**config.mk**
```make
export PLATFORM = sky130hd
export DESIGN_NAME = go_back_n_sender_control_core_flat
export DESIGN_NICKNAME = d
export VERILOG_FILES = /design/src/hw/rtl/gbn_pkg.sv /design/src/hw/rtl/gbn_if.sv /design/src/hw/rtl/gbn_ram.sv /design/src/hw/rtl/gbn_front.sv /design/src/hw/rtl/gbn_queue.sv /design/src/hw/rtl/gbn_back.sv /design/src/hw/rtl/go_back_n_sender_control_core.sv /design/src/flat_wrapper.sv
export VERILOG_INCLUDE_DIRS = /design/src /design/src/hw/rtl
export SDC_FILE = /design/constraint.sdc
export NUM_CORES = 2
export LEC_CHECK = 0
export BUFFER_PORTS_ARGS = -buffer_cell sky130_fd_sc_hd__buf_2
export CAP_MARGIN = 20
export CORE_UTILIZATION = 45
export DETAILED_ROUTE_END_ITERATION = 8
export GPL_ROUTABILITY_DRIVEN = 1
export PLACE_DENSITY = 0.63
export SYNTH_ARGS = -nofsm -noshare
export SYNTH_HDL_FRONTEND = slang
export SYNTH_SLANG_ARGS = --single-unit
```
**constraint.sdc**
```tcl
create_clock -name i_clk -period 7.5 [get_ports i_clk]
set_clock_uncertainty 0.1 [all_clocks]
set_input_delay 0.75 -clock i_clk [delete_from_list [all_inputs] [get_ports i_clk]]
set_output_delay 0.75 -clock i_clk [all_outputs]
set_load 0.01 [all_outputs]
```
**src/hw/rtl/assert_macros.svh**
```systemverilog
// Assertion macros for the RTL files (included by gbn_back)
`ifndef ASSERT_MACROS_SVH
`define ASSERT_MACROS_SVH

`ifndef SYNTHESIS

`define GBN_ASSERT_ALWAYS(lbl, clk, rst_n, expr) \
    lbl: assert property (@(posedge clk) disable iff (!rst_n) (expr)) \
        else $error("gbn: invariant violated");

`define GBN_ASSERT_IMPLY(lbl, clk, rst_n, ante, cons) \
    lbl: assert property (@(posedge clk) disable iff (!rst_n) (ante) |-> (cons)) \
        else $error("gbn: implication violated");

`define GBN_ASSERT_NEXT(lbl, clk, rst_n, ante, cons) \
    lbl: assert property (@(posedge clk) disable iff (!rst_n) (ante) |=> (cons)) \
        else $error("gbn: next-cycle check violated");

`else

`define GBN_ASSERT_ALWAYS(lbl, clk, rst_n, expr)
`define GBN_ASSERT_IMPLY(lbl, clk, rst_n, ante, cons)
`define GBN_ASSERT_NEXT(lbl, clk, rst_n, ante, cons)

`endif

`endif

```
**src/hw/rtl/gbn_pkg.sv**
```systemverilog
// Shared types, codes and sizes of the go-back-N sender core
package gbn_pkg;

    // Window storage; the slot of a sequence is tracked as it advances, so any size works
    localparam int WINDOW_MAX = 32;
    localparam int SLOT_W     = (WINDOW_MAX > 1) ? $clog2(WINDOW_MAX) : 1;
    localparam int CNT_W      = $clog2(WINDOW_MAX + 1);

    localparam int SEQ_W      = 32;
    localparam int TICK_W     = 32;
    localparam int KIND_W     = 2;
    localparam int TYPE_W     = 2;
    localparam int WIN_W      = 6;
    localparam int CHUNK_W    = 32;
    localparam int TOUT_W     = 16;
    localparam int TOKEN_W    = 32;
    localparam int CFG_IDX_W  = 3;
    localparam int CFG_DATA_W = 32;

    localparam int QUEUE_DEPTH = 2;
    localparam int Q_PTR_W     = (QUEUE_DEPTH > 1) ? $clog2(QUEUE_DEPTH) : 1;
    localparam int Q_CNT_W     = $clog2(QUEUE_DEPTH + 1);

    // Input kinds
    localparam logic [KIND_W-1:0] KIND_BEGIN = 2'd0;
    localparam logic [KIND_W-1:0] KIND_RX    = 2'd1;
    localparam logic [KIND_W-1:0] KIND_TICK  = 2'd2;

    // Received packet types
    localparam logic [TYPE_W-1:0] PKT_ACK = 2'd3;

    // Result types
    localparam logic [TYPE_W-1:0] SEND_START = 2'd0;
    localparam logic [TYPE_W-1:0] SEND_END   = 2'd1;
    localparam logic [TYPE_W-1:0] SEND_DATA  = 2'd2;
    localparam logic [TYPE_W-1:0] SEND_DONE  = 2'd3;

    // Configuration register indexes
    localparam logic [CFG_IDX_W-1:0] REG_WIN_SIZE      = 3'd0;
    localparam logic [CFG_IDX_W-1:0] REG_CHUNK_COUNT   = 3'd1;
    localparam logic [CFG_IDX_W-1:0] REG_TIMEOUT_TICKS = 3'd2;
    localparam logic [CFG_IDX_W-1:0] REG_START_TOKEN   = 3'd3;
    localparam logic [CFG_IDX_W-1:0] REG_END_TOKEN     = 3'd4;

    // Configuration defaults
    localparam logic [WIN_W-1:0]   WIN_SIZE_RST      = 6'd8;
    localparam logic [CHUNK_W-1:0] CHUNK_COUNT_RST   = 32'd0;
    localparam logic [TOUT_W-1:0]  TIMEOUT_TICKS_RST = 16'd500;
    localparam logic [TOKEN_W-1:0] START_TOKEN_RST   = 32'd0;
    localparam logic [TOKEN_W-1:0] END_TOKEN_RST     = 32'd0;

    typedef enum logic [1:0] {
        OP_BEGIN,
        OP_ACK,
        OP_TICK
    } t_op;

    typedef struct packed {
        t_op              op;
        logic [SEQ_W-1:0] seq;
    } t_cmd;

    typedef struct packed {
        logic valid;
        t_cmd cmd;
    } t_cmd_beat;

    typedef struct packed {
        logic [WIN_W-1:0]   win_size;
        logic [CHUNK_W-1:0] chunk_count;
        logic [TOUT_W-1:0]  timeout_ticks;
        logic [TOKEN_W-1:0] start_token;
        logic [TOKEN_W-1:0] end_token;
    } t_cfg;

endpackage

```
**src/hw/rtl/gbn_if.sv**
```systemverilog
// Valid/ready channel interfaces for event input and send output
interface gbn_in_if;
    logic                        valid;
    logic                        ready;
    logic [gbn_pkg::KIND_W-1:0]  kind;
    logic [gbn_pkg::TYPE_W-1:0]  rx_type;
    logic [gbn_pkg::SEQ_W-1:0]   rx_seq;

    modport source (output valid, kind, rx_type, rx_seq, input ready);
    modport sink   (input valid, kind, rx_type, rx_seq, output ready);
endinterface

interface gbn_out_if;
    logic                        valid;
    logic                        ready;
    logic [gbn_pkg::TYPE_W-1:0]  send_type;
    logic [gbn_pkg::SEQ_W-1:0]   send_seq;
    logic                        last;

    modport source (output valid, send_type, send_seq, last, input ready);
    modport sink   (input valid, send_type, send_seq, last, output ready);
endinterface

```
**src/hw/rtl/gbn_ram.sv**
```systemverilog
// Generic single-write, single-read RAM with registered read data
module gbn_ram #(
    parameter int WIDTH = 32,
    parameter int DEPTH = 32,
    localparam int AW   = (DEPTH > 1) ? $clog2(DEPTH) : 1
) (
    input  logic             i_clk,
    input  logic             i_we,
    input  logic [AW-1:0]    i_waddr,
    input  logic [WIDTH-1:0] i_wdata,
    input  logic [AW-1:0]    i_raddr,
    output logic [WIDTH-1:0] o_rdata
);

    logic [WIDTH-1:0] r_mem [DEPTH];
    logic [WIDTH-1:0] r_rdata;

    always_ff @(posedge i_clk) begin
        if (i_we) begin
            r_mem[i_waddr] <= i_wdata;
        end
        r_rdata <= r_mem[i_raddr];
    end

    assign o_rdata = r_rdata;

endmodule

```
**src/hw/rtl/gbn_front.sv**
```systemverilog
// Front end: accept event beats, drop those with no effect, stage commands
module gbn_front (
    input  logic               i_clk,
    input  logic               i_rst_n,
    gbn_in_if.sink             i_in,
    input  logic               i_full,
    output gbn_pkg::t_cmd_beat o_enq
);

    logic          r_valid;
    gbn_pkg::t_cmd r_cmd;
    gbn_pkg::t_cmd n_cmd;
    logic          keep;
    logic          take;

    // Stage frees up when it is empty or its command moves into the queue
    assign take       = !r_valid || !i_full;
    assign i_in.ready = take;

    always_comb begin
        keep      = 1'b0;
        n_cmd.op  = gbn_pkg::OP_TICK;
        n_cmd.seq = i_in.rx_seq;
        case (i_in.kind)
            gbn_pkg::KIND_BEGIN: begin
                keep     = 1'b1;
                n_cmd.op = gbn_pkg::OP_BEGIN;
            end
            gbn_pkg::KIND_RX: begin
                // only ACKs matter to a sender
                keep     = (i_in.rx_type == gbn_pkg::PKT_ACK);
                n_cmd.op = gbn_pkg::OP_ACK;
            end
            gbn_pkg::KIND_TICK: begin
                keep     = 1'b1;
                n_cmd.op = gbn_pkg::OP_TICK;
            end
            default: begin
                keep = 1'b0;
            end
        endcase
    end

    always_ff @(posedge i_clk) begin
        if (!i_rst_n) begin
            r_valid <= 1'b0;
        end else if (take) begin
            r_valid <= i_in.valid && keep;
        end
        if (take && i_in.valid && keep) begin
            r_cmd <= n_cmd;
        end
    end

    assign o_enq.valid = r_valid;
    assign o_enq.cmd   = r_cmd;

endmodule

```
**src/hw/rtl/gbn_queue.sv**
```systemverilog
// Short command queue between the front end and the executor
module gbn_queue (
    input  logic               i_clk,
    input  logic               i_rst_n,
    input  gbn_pkg::t_cmd_beat i_enq,
    output logic               o_full,
    output gbn_pkg::t_cmd_beat o_deq,
    input  logic               i_pop
);

    gbn_pkg::t_cmd                 r_mem [gbn_pkg::QUEUE_DEPTH];
    logic [gbn_pkg::Q_PTR_W-1:0]   r_wr;
    logic [gbn_pkg::Q_PTR_W-1:0]   r_rd;
    logic [gbn_pkg::Q_CNT_W-1:0]   r_cnt;
    logic                          push;
    logic                          pop;

    function automatic logic [gbn_pkg::Q_PTR_W-1:0] ptr_inc(
        input logic [gbn_pkg::Q_PTR_W-1:0] p
    );
        if (p == gbn_pkg::Q_PTR_W'(gbn_pkg::QUEUE_DEPTH - 1)) begin
            ptr_inc = '0;
        end else begin
            ptr_inc = p + 1'b1;
        end
    endfunction

    assign o_full = (r_cnt == gbn_pkg::Q_CNT_W'(gbn_pkg::QUEUE_DEPTH));
    assign push   = i_enq.valid && !o_full;
    assign pop    = i_pop && (r_cnt != '0);

    always_ff @(posedge i_clk) begin
        if (!i_rst_n) begin
            r_wr  <= '0;
            r_rd  <= '0;
            r_cnt <= '0;
        end else begin
            if (push) begin
                r_wr <= ptr_inc(r_wr);
            end
            if (pop) begin
                r_rd <= ptr_inc(r_rd);
            end
            if (push && !pop) begin
                r_cnt <= r_cnt + 1'b1;
            end else if (pop && !push) begin
                r_cnt <= r_cnt - 1'b1;
            end
        end
        if (push) begin
            r_mem[r_wr] <= i_enq.cmd;
        end
    end

    assign o_deq.valid = (r_cnt != '0);
    assign o_deq.cmd   = r_mem[r_rd];

endmodule

```
**src/hw/rtl/gbn_back.sv**
```systemverilog
// Executor: window state, timestamps and one send beat per cycle while the output is not stalled
`include "assert_macros.svh"

module gbn_back (
    input  logic               i_clk,
    input  logic               i_rst_n,
    input  gbn_pkg::t_cfg      i_cfg,
    input  gbn_pkg::t_cmd_beat i_deq,
    output logic               o_pop,
    gbn_out_if.source          o_out
);

    localparam int WINDOW_MAX = gbn_pkg::WINDOW_MAX;
    localparam int SLOT_W     = gbn_pkg::SLOT_W;
    localparam int CNT_W      = gbn_pkg::CNT_W;
    localparam int SEQ_W      = gbn_pkg::SEQ_W;
    localparam int TICK_W     = gbn_pkg::TICK_W;
    localparam int TYPE_W     = gbn_pkg::TYPE_W;

    localparam logic [CNT_W:0]   WMAX_EXT = (CNT_W + 1)'(WINDOW_MAX);
    localparam logic [SEQ_W-1:0] SPAN_MAX = SEQ_W'(WINDOW_MAX);

    typedef enum logic [2:0] {
        S_IDLE,
        S_TICK,
        S_FILL,
        S_RESEND,
        S_PUT
    } t_state;

    typedef enum logic [1:0] {
        PH_IDLE,
        PH_START_WAIT,
        PH_DATA,
        PH_END_WAIT
    } t_phase;

    t_state              r_state;
    t_phase              r_phase;
    logic [SEQ_W-1:0]    r_low_mark;
    logic [SEQ_W-1:0]    r_next_seq;
    logic [SLOT_W-1:0]   r_low_slot;
    logic [SLOT_W-1:0]   r_next_slot;
    logic [TICK_W-1:0]   r_now;
    logic [TICK_W-1:0]   r_hs_at;
    logic [SEQ_W-1:0]    r_cur_seq;
    logic [SLOT_W-1:0]   r_cur_slot;
    logic [CNT_W-1:0]    r_cnt;
    logic [TYPE_W-1:0]   r_put_type;
    logic [SEQ_W-1:0]    r_put_seq;
    logic                r_out_valid;
    logic [TYPE_W-1:0]   r_out_type;
    logic [SEQ_W-1:0]    r_out_seq;
    logic                r_out_last;

    logic                out_free;
    logic [CNT_W-1:0]    w_lim;
    logic [SEQ_W-1:0]    seq_span;
    logic [CNT_W-1:0]    outst;
    logic [SEQ_W-1:0]    seq_inc;
    logic                can_send;
    logic                can_send_more;
    logic [SEQ_W-1:0]    ack_seq;
    logic [SEQ_W-1:0]    ack_span;
    logic                ack_ok;
    logic [CNT_W:0]      slot_sum;
    logic [SLOT_W-1:0]   ack_slot;
    logic [TICK_W-1:0]   ring_q;
    logic [TICK_W-1:0]   hs_age;
    logic [TICK_W-1:0]   ring_age;
    logic [TICK_W-1:0]   tout;
    logic                ram_we;
    logic [SLOT_W-1:0]   ram_waddr;

    function automatic logic [SLOT_W-1:0] slot_inc(input logic [SLOT_W-1:0] s);
        if (s == SLOT_W'(WINDOW_MAX - 1)) begin
            slot_inc = '0;
        end else begin
            slot_inc = s + 1'b1;
        end
    endfunction

    assign out_free = !r_out_valid || o_out.ready;

    // Window limit: zero acts as one, anything above the ring saturates
    always_comb begin
        if (i_cfg.win_size == '0) begin
            w_lim = CNT_W'(1);
        end else if (32'(i_cfg.win_size) > 32'(WINDOW_MAX)) begin
            w_lim = CNT_W'(WINDOW_MAX);
        end else begin
            w_lim = CNT_W'(i_cfg.win_size);
        end
    end

    // Outstanding count never exceeds the ring, so the low bits carry it
    assign seq_span = r_next_seq - r_low_mark;
    assign outst    = seq_span[CNT_W-1:0];
    assign seq_inc  = r_next_seq + 1'b1;

    assign can_send      = (r_next_seq < i_cfg.chunk_count) && (outst < w_lim);
    assign can_send_more = (seq_inc < i_cfg.chunk_count)
                           && (({1'b0, outst} + 1'b1) < {1'b0, w_lim});

    // Cumulative ACK: move the low slot by the number of retired packets
    assign ack_seq  = i_deq.cmd.seq;
    assign ack_span = ack_seq - r_low_mark;
    assign ack_ok   = (ack_seq > r_low_mark) && (ack_seq <= r_next_seq);
    assign slot_sum = (CNT_W + 1)'(r_low_slot) + (CNT_W + 1)'(ack_span[CNT_W-1:0]);

    always_comb begin
        if (slot_sum >= WMAX_EXT) begin
            ack_slot = SLOT_W'(slot_sum - WMAX_EXT);
        end else begin
            ack_slot = SLOT_W'(slot_sum);
        end
    end

    assign tout     = TICK_W'(i_cfg.timeout_ticks);
    assign hs_age   = r_now - r_hs_at;
    assign ring_age = r_now - ring_q;

    assign o_pop     = (r_state == S_IDLE) && i_deq.valid;
    assign ram_we    = out_free && (((r_state == S_FILL) && can_send) || (r_state == S_RESEND));
    assign ram_waddr = (r_state == S_RESEND) ? r_cur_slot : r_next_slot;

    // Send time of each outstanding packet, read at the oldest slot
    gbn_ram #(
        .WIDTH (TICK_W),
        .DEPTH (WINDOW_MAX)
    ) u_sent_at (
        .i_clk   (i_clk),
        .i_we    (ram_we),
        .i_waddr (ram_waddr),
        .i_wdata (r_now),
        .i_raddr (r_low_slot),
        .o_rdata (ring_q)
    );

    always_ff @(posedge i_clk) begin
        if (!i_rst_n) begin
            r_state     <= S_IDLE;
            r_phase     <= PH_IDLE;
            r_low_mark  <= '0;
            r_next_seq  <= '0;
            r_low_slot  <= '0;
            r_next_slot <= '0;
            r_now       <= '0;
            r_hs_at     <= '0;
            r_out_valid <= 1'b0;
        end else begin
            if (o_out.ready) begin
                r_out_valid <= 1'b0;
            end
            case (r_state)
                S_IDLE: begin
                    if (i_deq.valid) begin
                        case (i_deq.cmd.op)
                            gbn_pkg::OP_BEGIN: begin
                                if (r_phase == PH_IDLE) begin
                                    r_low_mark  <= '0;
                                    r_next_seq  <= '0;
                                    r_low_slot  <= '0;
                                    r_next_slot <= '0;
                                    r_phase     <= PH_START_WAIT;
                                    r_hs_at     <= r_now;
                                    r_put_type  <= gbn_pkg::SEND_START;
                                    r_put_seq   <= i_cfg.start_token;
                                    r_state     <= S_PUT;
                                end
                            end
                            gbn_pkg::OP_ACK: begin
                                case (r_phase)
                                    PH_START_WAIT: begin
                                        if (ack_seq == i_cfg.start_token) begin
                                            r_phase <= PH_DATA;
                                            r_state <= S_FILL;
                                        end
                                    end
                                    PH_DATA: begin
                                        if (ack_ok) begin
                                            r_low_mark <= ack_seq;
                                            r_low_slot <= ack_slot;
                                            r_state    <= S_FILL;
                                        end
                                    end
                                    PH_END_WAIT: begin
                                        if (ack_seq == i_cfg.end_token) begin
                                            r_phase    <= PH_IDLE;
                                            r_put_type <= gbn_pkg::SEND_DONE;
                                            r_put_seq  <= i_cfg.end_token;
                                            r_state    <= S_PUT;
                                        end
                                    end
                                    default: begin
                                        r_state <= S_IDLE;
                                    end
                                endcase
                            end
                            gbn_pkg::OP_TICK: begin
                                // advance time; the oldest send time is read meanwhile
                                r_now   <= r_now + 1'b1;
                                r_state <= S_TICK;
                            end
                            default: begin
                                r_state <= S_IDLE;
                            end
                        endcase
                    end
                end
                S_TICK: begin
                    r_state <= S_IDLE;
                    case (r_phase)
                        PH_START_WAIT, PH_END_WAIT: begin
                            if (hs_age >= tout) begin
                                r_hs_at    <= r_now;
                                r_put_type <= (r_phase == PH_START_WAIT) ?
                                              gbn_pkg::SEND_START : gbn_pkg::SEND_END;
                                r_put_seq  <= (r_phase == PH_START_WAIT) ?
                                              i_cfg.start_token : i_cfg.end_token;
                                r_state    <= S_PUT;
                            end
                        end
                        PH_DATA: begin
                            if ((outst != '0) && (ring_age >= tout)) begin
                                r_cur_seq  <= r_low_mark;
                                r_cur_slot <= r_low_slot;
                                r_cnt      <= outst;
                                r_state    <= S_RESEND;
                            end
                        end
                        default: begin
                            r_state <= S_IDLE;
                        end
                    endcase
                end
                S_FILL: begin
                    if (!can_send) begin
                        if (outst == '0) begin
                            // window drained: open the END handshake
                            if (out_free) begin
                                r_out_valid <= 1'b1;
                                r_out_type  <= gbn_pkg::SEND_END;
                                r_out_seq   <= i_cfg.end_token;
                                r_out_last  <= 1'b1;
                                r_phase     <= PH_END_WAIT;
                                r_hs_at     <= r_now;
                                r_state     <= S_IDLE;
                            end
                        end else begin
                            r_state <= S_IDLE;
                        end
                    end else if (out_free) begin
                        r_out_valid <= 1'b1;
                        r_out_type  <= gbn_pkg::SEND_DATA;
                        r_out_seq   <= r_next_seq;
                        r_out_last  <= !can_send_more;
                        r_next_seq  <= seq_inc;
                        r_next_slot <= slot_inc(r_next_slot);
                        if (!can_send_more) begin
                            r_state <= S_IDLE;
                        end
                    end
                end
                S_RESEND: begin
                    if (out_free) begin
                        r_out_valid <= 1'b1;
                        r_out_type  <= gbn_pkg::SEND_DATA;
                        r_out_seq   <= r_cur_seq;
                        r_out_last  <= (r_cnt == CNT_W'(1));
                        r_cur_seq   <= r_cur_seq + 1'b1;
                        r_cur_slot  <= slot_inc(r_cur_slot);
                        r_cnt       <= r_cnt - 1'b1;
                        if (r_cnt == CNT_W'(1)) begin
                            r_state <= S_IDLE;
                        end
                    end
                end
                S_PUT: begin
                    if (out_free) begin
                        r_out_valid <= 1'b1;
                        r_out_type  <= r_put_type;
                        r_out_seq   <= r_put_seq;
                        r_out_last  <= 1'b1;
                        r_state     <= S_IDLE;
                    end
                end
                default: begin
                    r_state <= S_IDLE;
                end
            endcase
        end
    end

    assign o_out.valid     = r_out_valid;
    assign o_out.send_type = r_out_type;
    assign o_out.send_seq  = r_out_seq;
    assign o_out.last      = r_out_last;

    `GBN_ASSERT_ALWAYS(a_span_bound, i_clk, i_rst_n, seq_span <= SPAN_MAX)
    `GBN_ASSERT_IMPLY(a_quiet_window, i_clk, i_rst_n, r_phase != PH_DATA, r_next_seq == r_low_mark)
    `GBN_ASSERT_NEXT(a_stamp_beat, i_clk, i_rst_n, ram_we, r_out_valid && (r_out_type == gbn_pkg::SEND_DATA))
    `GBN_ASSERT_IMPLY(a_resend_count, i_clk, i_rst_n, r_state == S_RESEND, r_cnt != '0)

endmodule

```
**src/hw/rtl/go_back_n_sender_control_core.sv**
```systemverilog
// Top level of the go-back-N sender control core
//
//   Port       Dir   Payload                          Beat taken when
//   i_in       in    kind, rx_type, rx_seq            valid && ready
//   o_out      out   send_type, send_seq, last        valid && ready
//   i_cfg_*    in    i_cfg_idx, i_cfg_data            i_cfg_we
//
// An event passes an input stage and a two-entry queue before the executor.
// Executor: begin or END ACK passes a put state; START or window ACK a fill state (DATA
// beats while the window allows, END once drained); a tick the tick state (timestamp RAM
// read of the oldest packet), then on timeout a resend of the outstanding beats. Sends leave
// at most one per cycle through the output register. Reset (synchronous) clears phase,
// sequence marks and time and loads register defaults; the timestamp RAM is not cleared.
// An output stall holds the executor; the queue then fills and i_in.ready drops.
module go_back_n_sender_control_core (
    input  logic                               i_clk,
    input  logic                               i_rst_n,
    gbn_in_if.sink                             i_in,
    gbn_out_if.source                          o_out,
    input  logic                               i_cfg_we,
    input  logic [gbn_pkg::CFG_IDX_W-1:0]      i_cfg_idx,
    input  logic [gbn_pkg::CFG_DATA_W-1:0]     i_cfg_data
);

    gbn_pkg::t_cfg      r_cfg;
    gbn_pkg::t_cmd_beat enq;
    gbn_pkg::t_cmd_beat deq;
    logic               q_full;
    logic               pop;

    always_ff @(posedge i_clk) begin
        if (!i_rst_n) begin
            r_cfg.win_size      <= gbn_pkg::WIN_SIZE_RST;
            r_cfg.chunk_count   <= gbn_pkg::CHUNK_COUNT_RST;
            r_cfg.timeout_ticks <= gbn_pkg::TIMEOUT_TICKS_RST;
            r_cfg.start_token   <= gbn_pkg::START_TOKEN_RST;
            r_cfg.end_token     <= gbn_pkg::END_TOKEN_RST;
        end else if (i_cfg_we) begin
            case (i_cfg_idx)
                gbn_pkg::REG_WIN_SIZE: begin
                    r_cfg.win_size <= i_cfg_data[gbn_pkg::WIN_W-1:0];
                end
                gbn_pkg::REG_CHUNK_COUNT: begin
                    r_cfg.chunk_count <= i_cfg_data[gbn_pkg::CHUNK_W-1:0];
                end
                gbn_pkg::REG_TIMEOUT_TICKS: begin
                    r_cfg.timeout_ticks <= i_cfg_data[gbn_pkg::TOUT_W-1:0];
                end
                gbn_pkg::REG_START_TOKEN: begin
                    r_cfg.start_token <= i_cfg_data[gbn_pkg::TOKEN_W-1:0];
                end
                gbn_pkg::REG_END_TOKEN: begin
                    r_cfg.end_token <= i_cfg_data[gbn_pkg::TOKEN_W-1:0];
                end
                default: begin
                    // drop writes to unmapped indexes
                end
            endcase
        end
    end

    gbn_front u_front (
        .i_clk   (i_clk),
        .i_rst_n (i_rst_n),
        .i_in    (i_in),
        .i_full  (q_full),
        .o_enq   (enq)
    );

    gbn_queue u_queue (
        .i_clk   (i_clk),
        .i_rst_n (i_rst_n),
        .i_enq   (enq),
        .o_full  (q_full),
        .o_deq   (deq),
        .i_pop   (pop)
    );

    gbn_back u_back (
        .i_clk   (i_clk),
        .i_rst_n (i_rst_n),
        .i_cfg   (r_cfg),
        .i_deq   (deq),
        .o_pop   (pop),
        .o_out   (o_out)
    );

endmodule
```
**src/flat_wrapper.sv**
```systemverilog
// flat-port wrapper written by rule: the top's interface ports become plain ports
module go_back_n_sender_control_core_flat 
  (i_clk, i_rst_n, i_cfg_we, i_cfg_idx, i_cfg_data, i_in_valid, i_in_kind, i_in_rx_type, i_in_rx_seq, i_in_ready, o_out_valid, o_out_send_type, o_out_send_seq, o_out_last, o_out_ready);
  gbn_in_if i_in_i ();
  gbn_out_if o_out_i ();
  input  logic i_clk;
  input  logic i_rst_n;
  input  logic i_cfg_we;
  input  logic [gbn_pkg::CFG_IDX_W-1:0] i_cfg_idx;
  input  logic [gbn_pkg::CFG_DATA_W-1:0] i_cfg_data;
  input wire logic [$bits(i_in_i.valid)-1:0] i_in_valid;
  input wire logic [$bits(i_in_i.kind)-1:0] i_in_kind;
  input wire logic [$bits(i_in_i.rx_type)-1:0] i_in_rx_type;
  input wire logic [$bits(i_in_i.rx_seq)-1:0] i_in_rx_seq;
  output wire logic [$bits(i_in_i.ready)-1:0] i_in_ready;
  output wire logic [$bits(o_out_i.valid)-1:0] o_out_valid;
  output wire logic [$bits(o_out_i.send_type)-1:0] o_out_send_type;
  output wire logic [$bits(o_out_i.send_seq)-1:0] o_out_send_seq;
  output wire logic [$bits(o_out_i.last)-1:0] o_out_last;
  input wire logic [$bits(o_out_i.ready)-1:0] o_out_ready;
  assign i_in_i.valid = i_in_valid;
  assign i_in_i.kind = i_in_kind;
  assign i_in_i.rx_type = i_in_rx_type;
  assign i_in_i.rx_seq = i_in_rx_seq;
  assign i_in_ready = i_in_i.ready;
  assign o_out_valid = o_out_i.valid;
  assign o_out_send_type = o_out_i.send_type;
  assign o_out_send_seq = o_out_i.send_seq;
  assign o_out_last = o_out_i.last;
  assign o_out_i.ready = o_out_ready;
  go_back_n_sender_control_core u_core (.i_clk(i_clk), .i_rst_n(i_rst_n), .i_in(i_in_i), .o_out(o_out_i), .i_cfg_we(i_cfg_we), .i_cfg_idx(i_cfg_idx), .i_cfg_data(i_cfg_data));
endmodule
```
After elaboration in Yosys (flattened, before gate mapping)
Memories as Yosys holds them, arrays and structs flattened. A register that Yosys moved wholly into a read port is not among the register bits.
Cells that the tools add are included.
{"block": "totals", "ramBits": 1092, "mem_bits_ro": 0, "latch_bits": 0, "input_bits": 76, "output_inout_bits": 37, "memories": 2, "wordCells": 294, "regBits": 413}
{"name": "u_core.u_back.u_sent_at.r_mem", "depth": 32, "width": 32, "rd": 1, "rd_clocked_by_memory_dff": 1, "wr": 1, "line_no": "gbn_ram.sv:15", "text": "logic [WIDTH-1:0] r_mem [DEPTH];"}
{"name": "u_core.u_queue.r_mem", "depth": 2, "width": 34, "rd": 1, "rd_clocked_by_memory_dff": 1, "wr": 1, "line_no": "gbn_queue.sv:11", "text": "gbn_pkg::t_cmd r_mem [gbn_pkg::QUEUE_DEPTH];"}
{"block": "op_classes", "n_eq_ne": 52, "order_cmp": 10, "mux": 127, "shift": 0, "bitwise": 0, "n_mul": 0, "div": 0, "addsub": 17, "reduce_logical": 58}
{"operator": "32-bit 2-to-1 mux", "count": 31}
{"operator": "32-bit case mux with 2 select lines", "count": 5}
{"operator": "32-bit case mux with 3 select lines", "count": 2}
{"operator": "32-bit by 1-bit adder with 32-bit output, second input constant", "count": 3}
{"operator": "5-bit 2-to-1 mux", "count": 14}
{"operator": "32-bit == test", "count": 2}
{"operator": "32-bit by 16-bit >= comparator with 1-bit output", "count": 2}
{"operator": "32-bit < comparator", "count": 2}
{"operator": "32-bit subtractor", "count": 2}
{"operator": "2-bit 2-to-1 mux", "count": 21}
{"operator": "3-bit 2-to-1 mux", "count": 13}
{"operator": "32-bit greater-than comparator", "count": 1}
{"operator": "32-bit less-or-equal comparator", "count": 1}
{"operator": "6-bit 2-to-1 mux", "count": 5}
{"operator": "5-bit case mux with 2 select lines", "count": 3}
{"operator": "9-bit AND reduction", "count": 3}
{"operator": "2-bit inequality test, second input constant", "count": 12}
{"operator": "2-bit case mux with 2 select lines", "count": 6}
{"operator": "3-bit inequality test, second input constant", "count": 7}
{"operator": "1-bit 2-to-1 mux", "count": 18}
{"operator": "3-bit case mux with 3 select lines", "count": 2}
{"operator": "4-bit inequality test, second input constant", "count": 4}
{"operator": "3-bit case mux with 5 select lines", "count": 1}
{"operator": "5-bit AND reduction", "count": 3}
{"operator": "other kinds (43)", "count": 101}

Longest topological paths before layout
{"block": "depth", "ltp_word": 10, "mapped_depth": 21, "ltp_nobuf": 21}

Modules after synthesis
From an unflattened synthesis, not the netlist that was laid out.
{"block": "hier_totals", "hier_cells": 5460, "area_unflattened_um2": 69987.1}
{"module": "gbn_ram", "seq_area_each_um2": 31390.1, "instances": 1, "cells_each": 2260, "area_per_inst_um2": 40490.1}
{"module": "gbn_back", "seq_area_each_um2": 6246.0, "instances": 1, "cells_each": 2596, "area_per_inst_um2": 21321.7}
{"module": "go_back_n_sender_control_core", "seq_area_each_um2": 2362.3, "instances": 1, "cells_each": 429, "area_per_inst_um2": 4370.4}
{"module": "gbn_queue", "seq_area_each_um2": 2142.1, "instances": 1, "cells_each": 131, "area_per_inst_um2": 2688.8}
{"module": "gbn_front", "seq_area_each_um2": 1041.0, "instances": 1, "cells_each": 44, "area_per_inst_um2": 1116.1}

Least setup slack after synthesis
No wires, ideal clock.
{"block": "synth_path", "kind": "register -> register", "startpoint": "reg u_core.u_back.r_now[0]", "endpoint": "reg u_core.u_back.r_cnt[0] (enable)", "arrival_time_ns": 5.935, "n_path_buf": 0, "path_slack_ns": 1.007, "required_ns": 6.942, "path_stages_with_launch": 21, "setup_time_ns": 0.458, "period_less_slack_ns": 6.493, "path_cell_list": "dfxtp_1 -> inv_1 -> ha_1 -> fa_1 -> nand2b_1 -> a21oi_1 -> nand2b_1 -> a31oi_1 -> o21ai_0 -> a21oi_1 -> xnor2_1 -> ha_1 -> nand4_1 -> nor3_1 -> o211ai_1 -> o211a_1 -> o2111ai_1 -> nor4_1 -> nand4_1 -> o21ai_0 -> a21oi_1"}
{"block": "synth_via", "elab_chain_len": 5}
{"element": "start, declared", "line_no": "gbn_back.sv:44", "text": "logic [TICK_W-1:0] r_now;"}
{"element": "start signal, assigned", "line_no": "gbn_back.sv:202", "text": "r_now <= r_now + 1'b1;"}
{"element": "32-bit subtractor", "line_no": "gbn_back.sv:121", "text": "assign ring_age = r_now - ring_q;"}
{"element": "32-bit by 16-bit >= comparator with 1-bit output", "line_no": "gbn_back.sv:225", "text": "if ((outst != '0) && (ring_age >= tout)) begin"}
{"element": "1-bit logical AND", "line_no": "gbn_back.sv:225"}
{"element": "2-bit inequality test (no line)"}
{"element": "5-bit AND reduction (no line)"}
{"element": "end signal, assigned", "line_no": "gbn_back.sv:228", "text": "r_cnt <= outst;"}
{"element": "end signal, assigned", "line_no": "gbn_back.sv:273", "text": "r_cnt <= r_cnt - 1'b1;"}
{"element": "end, declared", "line_no": "gbn_back.sv:48", "text": "logic [CNT_W-1:0] r_cnt;"}
No other way between the ends.
A chain may end at the register's enable or synchronous reset.

Worst setup path after layout
{"block": "layout_path", "startpoint": "reg u_core.u_back.r_next_seq[0]", "endpoint": "mem u_core.u_back.u_sent_at.r_mem[24][20] (netlist: u_core.u_back.u_sent_at.r_mem[12][20]) (enable)"}
{"block": "layout_via", "elab_chain_len": 8, "elab_cells_between_ends": 9, "classes_between": "add/sub (1); order compare (2); mux (2); reduce/logical (4)"}
{"element": "start, declared", "line_no": "gbn_back.sv:41", "text": "logic [SEQ_W-1:0] r_next_seq;"}
{"element": "start signal, assigned", "line_no": "gbn_back.sv:258", "text": "r_next_seq <= seq_inc;"}
{"element": "6-bit subtractor", "line_no": "gbn_back.sv:97", "text": "assign seq_span = r_next_seq - r_low_mark;"}
{"element": "6-bit < comparator", "line_no": "gbn_back.sv:101", "text": "assign can_send = (r_next_seq < i_cfg.chunk_count) && (outst < w_lim);"}
{"element": "1-bit logical AND (*)", "line_no": "gbn_back.sv:101"}
{"element": "1-bit logical AND (*)", "line_no": "gbn_back.sv:124", "text": "assign ram_we = out_free && (((r_state == S_FILL) && can_send) || (r_state == S_RESEND));"}
{"element": "1-bit logical OR (*)", "line_no": "gbn_back.sv:124"}
{"element": "1-bit logical AND (*)", "line_no": "gbn_back.sv:124"}
{"element": "1-bit 2-to-1 mux (*)", "line_no": "gbn_ram.sv:19", "text": "if (i_we) begin"}
{"element": "1-bit 2-to-1 mux (not written as such) (*)", "line_no": "gbn_ram.sv:20", "text": "r_mem[i_waddr] <= i_wdata;"}
{"element": "end, declared", "line_no": "gbn_ram.sv:15"}
Mark *: on every way between the ends. The rest lies on a longest branch, timed or not.

==> out/metrics.yaml <==
status:
  outcome: "finished clean"
global_route:
  antenna_found_initial: 5
  grt_pass1_vias: 41300
  grt_max_degree: 122
  grt_pass1_wl_um: 274000
  grt_use_total_pct: 23.6
  grt_overflow_total: 0
place:
  dpl.hpwl_um: 125000
  port_buffers: 112
  dpl_cell_area_um2: 72800
  gp_congestion: 0.933
  place_ws_ps: 1370
worst_setup_path:
  rrSetupSlack_ps: 1300
  critPathMaxStageDelay_ps: 960
  endpoint_kind: "register"
  worstPathCellList: "inv_1 -> ha_1 -> inv_1 -> fa_1 -> nand2_1 -> nand2_1 -> a21oi_1 -> xnor2_1 -> ha_1 -> nor2b_1 -> o21ai_0 -> nand3_1 -> nor3_1 -> nand3_2 -> o32ai_1 -> nand3_1 -> nor2_4 -> buf_4"
  r2r_end: "u_core.u_back.u_sent_at.r_mem[12][20]"
  path_max_fanout: 25
  cp-start-kind: "register"
  crit_type: "reg -> reg"
  regToRegStartpoint: "u_core.u_back.r_next_seq[0]"
  path_buf_inv: 3
  critical-path-slowest-cell: "nor2_4"
  worstSetupStartpoint: "u_core.u_back.r_next_seq[0]"
  crit_end: "u_core.u_back.u_sent_at.r_mem[12][20]"
  cp.depth: 18
  cp.required_ps: 7930
  arrival_ps: 6630
  path_delay_family: "simple AND/OR/NAND/NOR gates"
  r2r_cells: 18
logic_synthesis:
  synth_compound_area_share_pct: 6.75
  yosys_most_used_dff: "edfxtp_1"
  synthMuxAreaShare_pct: 13.1
  syn_area_um2: 69400
  synth_enable_flop_cells: 1238
  synth_cells: 4954
  synth_top_family_by_area: "multiplexers"
  synth_fa_ha_area_share_pct: 4.76
  synth-seq-area-share_pct: 62.2
  async_flop_share_pct: 0
  yosys_warnings: 0
  synth_nets: 5291
  ys_ff_latch: 1538
  synth-xor-area-share_pct: 2.66
  yosys.area_share.simple_pct: 7.86
  avgSynthCellArea_um2: 14.0
  yosysUniqueCellTypes: 85
sta:
  worstMarginPinSlew_ps: 1130
  max_freq_mhz: 161
  fin_ws_ps: 1300
  setup_violations: 0
  finalHoldViolCount: 0
  finalMaxSlewViolations: 0
  whs_ps: 51.9
  finalCritPeriodShare_pct: 82.7
  fin_crit_ps: 6200
  fin_tns_setup_ps: 0
  rsz0062_at_grt: "false"
  maxSlewHeadroom_pct: 22.2
detailed_routing:
  first_pass_iters: 6
  antenna_left: 0
  first_iter_violations: 4895
  via_count: 42600
  avgRoutedWirePerCell_um: 25.3
  wl_um: 184000
  drc_errors: 0
  via_per_inst: 5.84
final_layout:
  nFillCells: 12700
  multi_input_area_um2: 24600
  syn_to_final_growth_pct: 12.9
  mostFrequentLayoutCells: "1,238 x edfxtp_1, 512 x nand2_1, 320 x mux4_2"
  final_common_cell: "edfxtp_1"
  nets: 5467
  register_area_um2: 43200
  final_util_pct: 51.4
  fin_area_um2: 78400
  layout-drive-gt1-share_pct: 17.9
min_path:
  hp-class: "in -> reg"
  min_from: "i_in_rx_seq[30]"
clocking:
  cts_resized: 0
  cts_sinks: 1538
  h-tree-depth: 4
  cts_setup_buffers: 0
  cts_max_path_buffers: 3
  clk_pin_slew_worst_paths_ps: 60
  holdBufCountCts: 6
  clock-root-buffer: "clkbuf_16"
  worstSkewPairLatency_ps: 820
  cts_tree: "built"
  cts_buffers: 159
floorplan:
  rows: 143
  die_y_um: 395
  die_w_um: 395
  initial_utilization_pct: 45.5
  io_pins: 113
  die-area_um2: 156000
  core_um2: 152000
pwr:
  sw_frac_of_total_pct: 26.8
  power_density_nw_per_um2: 261
  power.leakage_uw: 0.0265
  p_seq_share_pct: 46.6
  power.internal_uw: 15000
  ir_worst_vdd_mv: 0.238
  p_sw_uw: 5480
  clockPowerShare_pct: 38.9
  comb_power_share_pct: 14.5
run:
  maxCapViolCount: 0
## kinds of logic (layout without fill, tap and decap cells)
logic type / after synthesis / in the layout
flops: 1538 / 1538
simple gates: 1207 / 1207
compound gates: 764 / 764
mux: 496 / 496
buf+inv: 477 / 786
fa+ha+maj: 261 / 261
xor+xnor: 211 / 211
other cells: 0 / 1
## layout make-up
class / count / area share (%)
diodes: 1 / 0.00319
clock buffers: 198 / 5.38
clock inverters: 96 / 1.37
inverters: 245 / 1.18
multi-input cells: 2939 / 31.5
flip-flops and latches: 1538 / 55.1
well taps: 2030 / 3.24
repair buffers: 247 / 2.25
## routing by layer
layer  GRT usage [%]  share of wire, %
met1            35.2                45
met2            35.6                45
met3            4.05               7.5
met4            6.55               2.6
met5               0                 0
## per-stage QoR
stage / power [uW] / cells
6_report: 20500 / 7294
5_1_grt: 21200 / 7294
4_1_cts: 20600 / 7284
3_5_place_dp: 12600 / 6984
3_3_place_gp: 12600 / 6983
2_1_floorplan: 11600 / 4954
## worst min-delay path by stage
stage	to	slack [ps]	cells after the start
2_1_floorplan	u_core.u_queue.r_mem[0][0]	320	0
3_3_place_gp	u_core.u_queue.r_mem[0][8]	320	0
3_5_place_dp	u_core.u_queue.r_mem[1][33]	330	0
4_1_cts	u_core.u_front.o_enq[25]	0.5	1
5_1_grt	u_core.u_front.o_enq[24]	10	1
6_report	u_core.u_front.o_enq[30]	50	1
## power by group through the flow
stage	logic (uW)	clock network, uW	registers, uW
6_report	2960	7960	9550
3_3_place_gp	2880	0	9720
4_1_cts	2920	8100	9550
5_1_grt	3170	8420	9570
3_5_place_dp	2900	0	9730
2_1_floorplan	1950	0	9650
## sequential cells by signal, indices dropped and copies added, names as in the netlist, 2 cells and up, named ones only
name,count
u_core.u_back.o_out.send_seq,32
u_core.u_back.r_low_mark,32
u_core.u_back.r_put_seq,32
u_core.u_queue.r_cnt,2
u_core.u_back.r_next_seq,32
u_core.u_front.o_enq,34
u_core.u_back.o_out.send_type,2
u_core.u_back.r_hs_at,32
u_core.u_back.r_cur_slot,5
u_core.u_back.r_cnt,6
u_core.u_back.r_state,3
u_core.u_back.r_now,32
u_core.u_back.r_cur_seq,32
u_core.u_back.r_phase,2
u_core.u_queue.r_mem,68
u_core.u_back.r_low_slot,5
u_core.u_back.u_sent_at.o_rdata,32
u_core.u_back.r_next_slot,5
u_core.r_cfg,118
u_core.u_back.r_put_type,2
u_core.u_back.u_sent_at.r_mem,1024
## cell usage after synthesis, types with 8 or more instances
cell | count | area [um2]
xor2_1 | 68 | 596
inv_1 | 245 | 920
and2_1 | 16 | 100
o2111ai_1 | 8 | 70.1
nand2b_1 | 31 | 194
nand2_1 | 512 | 1920
o21a_1 | 45 | 338
mux2_2 | 68 | 766
a21o_1 | 49 | 368
nor3_1 | 49 | 245
dfxtp_1 | 300 | 6010
edfxtp_1 | 1238 | 37200
buf_2 | 23 | 115
nor2b_1 | 25 | 156
a221oi_1 | 8 | 70.1
a22oi_1 | 32 | 240
nand3_1 | 81 | 405
ha_1 | 256 | 3200
and3_1 | 45 | 282
nand4_1 | 61 | 382
a31oi_1 | 12 | 75.1
nor4_1 | 34 | 213
a21oi_1 | 303 | 1520
o211ai_1 | 31 | 233
mux2i_1 | 107 | 1070
nor2_1 | 295 | 1110
o31ai_1 | 10 | 75.1
nand3b_1 | 8 | 60.1
o21ai_0 | 166 | 831
or3_1 | 14 | 87.6
mux4_2 | 320 | 7210
buf_1 | 29 | 109
clkbuf_1 | 172 | 646
xnor2_1 | 143 | 1250
a211oi_1 | 15 | 113
and4_1 | 12 | 105
Note: power is estimated with default switching activity, not from simulation.
